## src/design/cra_pkg.sv

```systemverilog
// cra_pkg: types, constants and helpers shared by the region allocator
// used by cra_cell, cra_ctrl and contiguous_region_allocator_core
package cra_pkg;

    // table geometry
    localparam int MAX_REGIONS = 64;
    localparam int IDX_W       = $clog2(MAX_REGIONS);
    localparam int CNT_W       = IDX_W + 1;

    // page rounding, page size is a power of two
    localparam int PAGE_SHIFT  = 12;
    localparam int PAGE_BYTES  = 1 << PAGE_SHIFT;

    localparam int ADDR_W      = 32;
    localparam int OWNER_W     = 8;
    localparam int SIZE_W      = ADDR_W + 1;

    localparam logic [ADDR_W-1:0] MEM_RESET = 32'd1048576;

    // input codes
    localparam logic       ACT_REQUEST = 1'b0;
    localparam logic       ACT_RELEASE = 1'b1;
    localparam logic [1:0] FIT_FIRST   = 2'd0;
    localparam logic [1:0] FIT_BEST    = 2'd1;
    localparam logic [1:0] FIT_WORST   = 2'd2;

    typedef enum logic [2:0] {
        ST_OK        = 3'd0,
        ST_NO_FIT    = 3'd1,
        ST_ZERO      = 3'd2,
        ST_FULL      = 3'd3,
        ST_NOT_FOUND = 3'd4
    } t_status;

    typedef enum logic [2:0] {
        S_IDLE,
        S_SCAN,
        S_DECIDE,
        S_APPLY,
        S_RELEASE,
        S_COMPACT,
        S_DONE
    } t_state;

    typedef struct packed {
        logic                action;
        logic [OWNER_W-1:0]  owner_id;
        logic [ADDR_W-1:0]   request_bytes;
        logic [1:0]          fit_strategy;
    } t_in_item;

    typedef struct packed {
        t_status             status;
        logic [ADDR_W-1:0]   base_address;
    } t_out_item;

    // one region of the table
    typedef struct packed {
        logic                valid;
        logic                used;
        logic [OWNER_W-1:0]  owner;
        logic [ADDR_W-1:0]   start_addr;
        logic [ADDR_W-1:0]   last_addr;
    } t_entry;

    // controls broadcast to every cell
    typedef struct packed {
        logic init;
        logic rotate;
        logic compact;
    } t_chain_ctl;

    localparam t_entry ENTRY_NONE = '0;

    // single free region covering the whole memory
    function automatic t_entry init_entry(input logic [ADDR_W-1:0] mem_bytes);
        t_entry e;
        e            = ENTRY_NONE;
        e.valid      = 1'b1;
        e.last_addr  = (mem_bytes == '0) ? '0 : mem_bytes - 1'b1;
        return e;
    endfunction

endpackage

```

## src/design/cra_cell.sv

```systemverilog
// cra_cell: one region slot of the allocator chain
// depends on cra_pkg
module cra_cell (
    input  logic                 i_clk,
    input  logic                 i_rst_n,
    input  cra_pkg::t_chain_ctl  i_ctl,
    input  cra_pkg::t_entry      i_init,
    input  cra_pkg::t_entry      i_right,
    input  logic                 i_hole,
    output cra_pkg::t_entry      o_entry,
    output logic                 o_hole
);

    cra_pkg::t_entry r_entry;
    logic            shift;

    // a hole at or left of this slot pulls the slot left during compaction
    assign o_hole  = i_hole | ~r_entry.valid;
    assign shift   = i_ctl.rotate | (i_ctl.compact & o_hole);
    assign o_entry = r_entry;

    // slot register, loaded on reset and table init
    always_ff @(posedge i_clk) begin
        if (!i_rst_n || i_ctl.init) begin
            r_entry <= i_init;
        end else if (shift) begin
            r_entry <= i_right;
        end
    end

endmodule

```

## config.mk

```make
export PLATFORM = sky130hd
export DESIGN_NAME = cra_cell
export DESIGN_NICKNAME = d
export VERILOG_FILES = /design/src/design/cra_pkg.sv /design/src/design/cra_cell.sv
export SDC_FILE = /design/constraint.sdc
export NUM_CORES = 1
export LEC_CHECK = 0
export BUFFER_PORTS_ARGS = -buffer_cell sky130_fd_sc_hd__buf_4
export CAP_MARGIN = 10
export CORE_MARGIN = 1.5
export CORE_UTILIZATION = 38
export CTS_CLUSTER_DIAMETER = 150
export DETAILED_ROUTE_END_ITERATION = 7
export GPL_TIMING_DRIVEN = 0
export PLACE_DENSITY = 0.78
export SETUP_SLACK_MARGIN = 0.05
export SLEW_MARGIN = 30
export SYNTH_ARGS = -nofsm -noshare
export SYNTH_HDL_FRONTEND = slang
export SYNTH_SLANG_ARGS = --single-unit
```

## constraint.sdc

```tcl
create_clock -name i_clk -period 2.4 [get_ports i_clk]
set_input_delay 0.24 -clock i_clk [delete_from_list [all_inputs] [get_ports i_clk]]
set_output_delay 0.24 -clock i_clk [all_outputs]
set_load 0.02 [all_outputs]
```

==> impl_metrics.toml, run 1 <==
[outcome]
status = "finished clean"

[timing]
tightest_slew_ns = 0.383
clock_skew_ns = 0.0114
finalSetupTns_ns = 0
rsz0062_at_grt = "no"
period_needed_ns = 1.63
fin_crit_sh_pct = 67.9
slew_violations = 0
hold_violations = 0
setup_viol = 0
max_slew_margin_pct = 74.5
fmax_ghz = 0.613

[route]
drtIter0Drc = 61
dr.pass1.iters = 3
drt_wl_total_um = 8220
drc = 0
vias = 2342
post_drt_wl_per_cell_um = 16.0
postRouteAntennaNets = 0
vias_per_cell = 4.56

[min_path]
hold_start = "i_init[37]"
min_to = "o_entry[37]"
holdPathStages = 2
min_path_type = "input pin to flop"

[power_and_ir_drop]
swShare_pct = 23.3
intPower_mw = 2.59
p_comb_share_pct = 22.7
pwr-share-seq_pct = 47.0
p_clk_share_pct = 30.3
peakVddDrop_uv = 301
p_per_area_nw_per_um2 = 607
p_sw_uw = 787
leakagePower_nw = 2.58

[final_layout]
design_area_um2 = 5560
antennaDiodeCount = 0
fin_nets = 555
syn2layout_area_growth_pct = 60.5
finish.utilization_pct = 63.4
drive_gt1_share_pct = 80.8
largest_register_ffs = 74

[floorplanning]
dieArea_um2 = 9700
pin_count = 229
initial_utilization_pct = 39.5
rows = 34
core_area_um2 = 8760
die_h_um = 98.5
die_x_um = 98.5

[setup_path]
crit_chain = "nand2b_1 -> a2111o_2 -> buf_12"
worstSetupStartpoint = "o_entry[73]"
crit_slowest_cell = "a2111o_2"
arrival_ns = 1.71
crit_path_start_kind = "flop"
path_max_fanout = 33
rrSetupSlack_ns = 0.77
cp-end-kind = "flop"
path_buf_inv = 1
path_delay_family = "compound AO/OA/AOI/OAI gates"
reg2reg_to = "o_entry[71]"
cpPeakStageDelay_ns = 0.66
r2r-start = "o_entry[73]"
worstSetupPathType = "flop to flop"
r2r_cells = 3
worst_ep_required_time_ns = 2.48

[clocking]
cts_resized = 0
cts.sinks = 74
h-tree-depth = 3
hold_buffers = 0
clkLatencyLatePin_ns = 0.34
clkTransAtPathRegs_ns = 0.08
clock_path_buffers = 2
postCtsSetupRepairBufs = 0
root_buffer = "clkbuf_8"
cts_tree = "done"
cts_made_buffers = 9

[flow_run]
cap_violations = 0

[yosys]
synth_seq_cells = 74
syn_inst = 160
netlist_area_um2 = 3460
synth.yosys.seq_area_share_pct = 64.2
yosys_warnings = 0
syn_area_per_cell_um2 = 21.6
synth_cell_type_count = 9
synth.net_count = 314

[global_route]
grt_max_degree = 34
grt_pass1_wl_um = 12400
grt-ovfl-total = 0
grt_util_all_layers_pct = 16.7
grt_pass1_vias = 2386
grt_antenna_before_repair = 0

[place]
gp_congestion = 0.711
dp_hpwl_um = 6360
dpl_cell_area_um2 = 5350
port_buffers = 228
==> worst max path at each step <==
| stage | end | cells after the start |
|---|---|---|
| after global routing | o_entry[51] | 3 |
| final | o_entry[71] | 3 |
| after global placement | o_entry[72] | 2 |
| after floorplan | o_entry[0] | 2 |
| after CTS | o_entry[64] | 3 |
| after detailed placement | o_entry[69] | 4 |
==> metrics by stage <==
step	hold WS (ns)	total power [mW]	instances	setup WS [ns]
finish	0.199	3.37	514	0.770
global route	0.173	3.51	514	0.715
CTS	0.179	3.42	514	0.772
detailed placement	0.543	2.39	498	0.690
global placement	0.541	2.37	496	0.256
floorplan	0.457	1.98	160	0.306
==> cells in the mapped netlist <==
library cell	count	area [µm²]
mux2_4	60	901
inv_1	1	3.75
mux2_2	14	158
edfxtp_1	74	2220
nor2b_4	1	13.8
buf_4	1	7.51
a2111o_1	1	11.3
nand2b_1	1	6.26
buf_12	7	140
==> worst register-to-register path, cell delays in order (launching register included) <==
cell	delay (ns)
edfxtp_1	0.37
nand2b_1	0.08
a2111o_2	0.66
buf_12	0.26
==> logic make-up (layout without fill, tap and decap cells) <==
group | count (synthesis) | after routing | synth area share, %
AND/OR/NAND/NOR | 2 | 2 | 0.578
AO/OA/AOI/OAI | 1 | 1 | 0.325
multiplexers | 74 | 74 | 30.6
flip-flops | 74 | 74 | 64.2
buffers and inverters | 9 | 255 | 4.37
==> cell usage in the layout (no fill, tap or decap), drive strengths merged <==
cell type  Yosys  final
edfxtp        74     74
bufinv         0      2
buf            8    238
clkinvlp       0      1
a2111o         1      1
clkbuf         0     10
inv            1      1
clkinv         0      3
nand2b         1      1
mux2          74     74
nor2b          1      1
==> final cells by class <==
type / instances / area (µm²)
fillers: 670 / 3200
flip-flops and latches: 74 / 2220
repair buffers: 230 / 1750
multi-input cells: 77 / 1090
plain buffers: 8 / 148
well taps: 108 / 135
clock buffers: 10 / 128
clock inverters: 6 / 81.3
inverters: 1 / 3.75
==> power groups by stage <==
stage	clock, mW	combinational [mW]	sequential [mW]
detailed placement	0	0.774	1.61
global route	1.11	0.806	1.60
CTS	1.05	0.776	1.59
floorplan	0	0.217	1.77
finish	1.02	0.765	1.59
global placement	0	0.754	1.61
==> metal layers <==
layer  GRT usage (%)  part of all wire (%)  vias up
met5               0                     0        -
met4            5.63                   1.2        0
met3            6.45                   9.8        9
met2            31.1                    55      144
met1            17.1                    34     1079
li1                -                     -     1110
(Power assumes the default switching activity.)
==> inputs of run 2 (changes only) <==
--- a/config.mk
+++ b/config.mk
@@ -8,11 +8,11 @@
 export BUFFER_PORTS_ARGS = -buffer_cell sky130_fd_sc_hd__buf_4
 export CAP_MARGIN = 10
 export CORE_MARGIN = 1.5
-export CORE_UTILIZATION = 38
+export CORE_UTILIZATION = 42
 export CTS_CLUSTER_DIAMETER = 150
 export DETAILED_ROUTE_END_ITERATION = 7
 export GPL_TIMING_DRIVEN = 0
-export PLACE_DENSITY = 0.78
+export PLACE_DENSITY = 0.81
 export SETUP_SLACK_MARGIN = 0.05
 export SLEW_MARGIN = 30
 export SYNTH_ARGS = -nofsm -noshare
==> constraint.sdc (replaced) <==
create_clock -name i_clk -period 1.6 [get_ports i_clk]
set_input_delay 0.16 -clock i_clk [delete_from_list [all_inputs] [get_ports i_clk]]
set_output_delay 0.16 -clock i_clk [all_outputs]
set_load 0.02 [all_outputs]
==> run 2 against run 1 <==
Against the previous run:
- clock power grew 34%
- sequential share of layout area is essentially flat
- flip-flop and latch count is the same
- critical path depth is the same
- count of clock-buffer cells in the layout is the same
- non-clock buffer count grew 3
- combinational power grew 52%
- global-route usage grew 2.3 points
- die area shrank 9.2%
- critical path type unchanged
- largest cell class unchanged
- highest routed layer unchanged
==> impl_metrics.toml, run 2 (same netlist as run 1, synthesis figures left out) <==
[final_layout]
seq_area_um2 = 2220
fin_nets = 558
syn2layout_area_growth_pct = 60.5
final_common_cell = "buf_4"
largest_register_ffs = 74
final_cell_mix = "buf_4 (232), edfxtp_1 (74), mux2_4 (60), mux2_2 (14)"
drive_gt1_share_pct = 80.9
multi_input_area_um2 = 1100
fillCellCount = 547
antennaDiodeCount = 0

[setup_path]
rrSetupSlack_ns = 0.11
cp-end-kind = "flop"
worst_ep_required_time_ns = 1.67
path_delay_family = "compound AO/OA/AOI/OAI gates"
path_buf_inv = 1
crit_slowest_cell = "a2111o_2"
cpPeakStageDelay_ns = 0.53
crit_path_start_kind = "flop"
path_max_fanout = 31
crit_chain = "nand2b_4 -> a2111o_2 -> buf_12"
arrival_ns = 1.57
worstSetupPathType = "flop to flop"

[route]
drtIter0Drc = 29
vias = 2361
drc = 0
post_drt_wl_per_cell_um = 16.8
vias_per_cell = 4.62
dr.pass1.iters = 4
drt_wl_total_um = 8610
postRouteAntennaNets = 0

[global_route]
grt_pass1_wl_um = 12200
grt-ovfl-total = 0
grt_antenna_before_repair = 0
grt_max_degree = 33
grt_util_all_layers_pct = 19.0
grt_pass1_vias = 2450

[floorplanning]
core_area_um2 = 7850
die_x_um = 93.8
rows = 32
pin_count = 229
die_h_um = 93.8
initial_utilization_pct = 44.1
dieArea_um2 = 8800

[clocking]
cts_resized = 0
root_buffer = "clkbuf_8"
hold_buffers = 0
cts_made_buffers = 9
h-tree-depth = 3
clock_path_buffers = 2
cts_tree = "done"
clkLatencyLatePin_ns = 0.33
cts.sinks = 74
clkTransAtPathRegs_ns = 0.08

[place]
gp_congestion = 0.742
port_buffers = 228
dp_hpwl_um = 6950

[timing]
fmax_ghz = 0.670
hold_violations = 0
fin_crit_sh_pct = 93.3
tightest_slew_ns = 0.193
period_needed_ns = 1.49
clock_skew_ns = 0.00940
rsz0062_at_grt = "no"
setup_viol = 0
slew_violations = 0
max_slew_margin_pct = 87.1
hold_slack_ns = 0.121

[power_and_ir_drop]
p_sw_mw = 1.18
leakagePower_nw = 2.58
totalPowerFinal_mw = 4.91
peakVddDrop_uv = 416
p_per_area_nw_per_um2 = 882
swShare_pct = 24.1
pwr-share-seq_pct = 48.5
p_clk_share_pct = 27.9
p_comb_share_pct = 23.6
intPower_mw = 3.72

[min_path]
min_path_type = "input pin to flop"

[outcome]
status = "finished clean"

[flow_run]
cap_violations = 0
[run 2: power groups by stage]
| stage | Combinational, mW | Clock (mW) | Sequential, mW |
|---|---|---|---|
| 4_1_cts | 1.17 | 1.41 | 2.38 |
| 6_report | 1.16 | 1.37 | 2.38 |
| 3_5_place_dp | 1.17 | 0 | 2.42 |
| 5_1_grt | 1.22 | 1.48 | 2.40 |
| 3_3_place_gp | 1.13 | 0 | 2.42 |
| 2_1_floorplan | 0.328 | 0 | 2.65 |
[run 2: through the flow]
stage                     setup TNS, ns  setup WS, ns  std cells  utilization [%]  instance area [µm²]
after floorplan                  -29.05        -0.393        160                -                 3470
after global routing                  0        0.0720        511             70.8                 5560
final                                 0         0.108        511             70.8                 5560
after CTS                             0        0.0594        511             70.8                 5560
after detailed placement              0        0.0192        492             68.2                 5350
after global placement           -41.20        -0.561        490             67.7                 5310
[run 2: worst reg2reg max path: stages, from the launching register on]
cell and delay [ns]:
edfxtp_1 0.40, nand2b_4 0.07, a2111o_2 0.53, buf_12 0.22
[run 2: area by class of cell]
cell class                      count  area share [%]
Timing Repair Buffer              233            31.9
Sequential cell                    74            40.0
Tap cell                          102            2.30
Buffer                              8            2.66
Inverter                            1          0.0675
Multi-Input combinational cell     77            19.8
Clock inverter                      6            1.04
Clock buffer                       10            2.30
[run 2: what timing repair did]
item / in CTS / in global routing
endpoints found under the setup margin: 63 / 63
cloned: 0 / 0
endpoints found under the hold margin: 0 / 0
buffers inserted: 3 / 0
pin swaps: 1 / 1
[run 2: path summary, 6_finish.rpt]
path / start / to / cells past startpoint
hold reg to reg: o_entry[73] / o_entry[61] / 2
hold / removal: i_init[63] / o_entry[63] / 2
setup / recovery: o_entry[73] / o_entry[26] / 3
setup reg to reg: o_entry[73] / o_entry[26] / 3
[run 2: routing by layer]
metal  track usage [%]  vias to the layer above  routed length [µm]
met4              7.46                        0                 164
met3              7.69                       13                 952
met5                 0                        -                   0
met2              36.3                      136                4770
li1                  -                     1118                   -
met1              17.9                     1094                2730
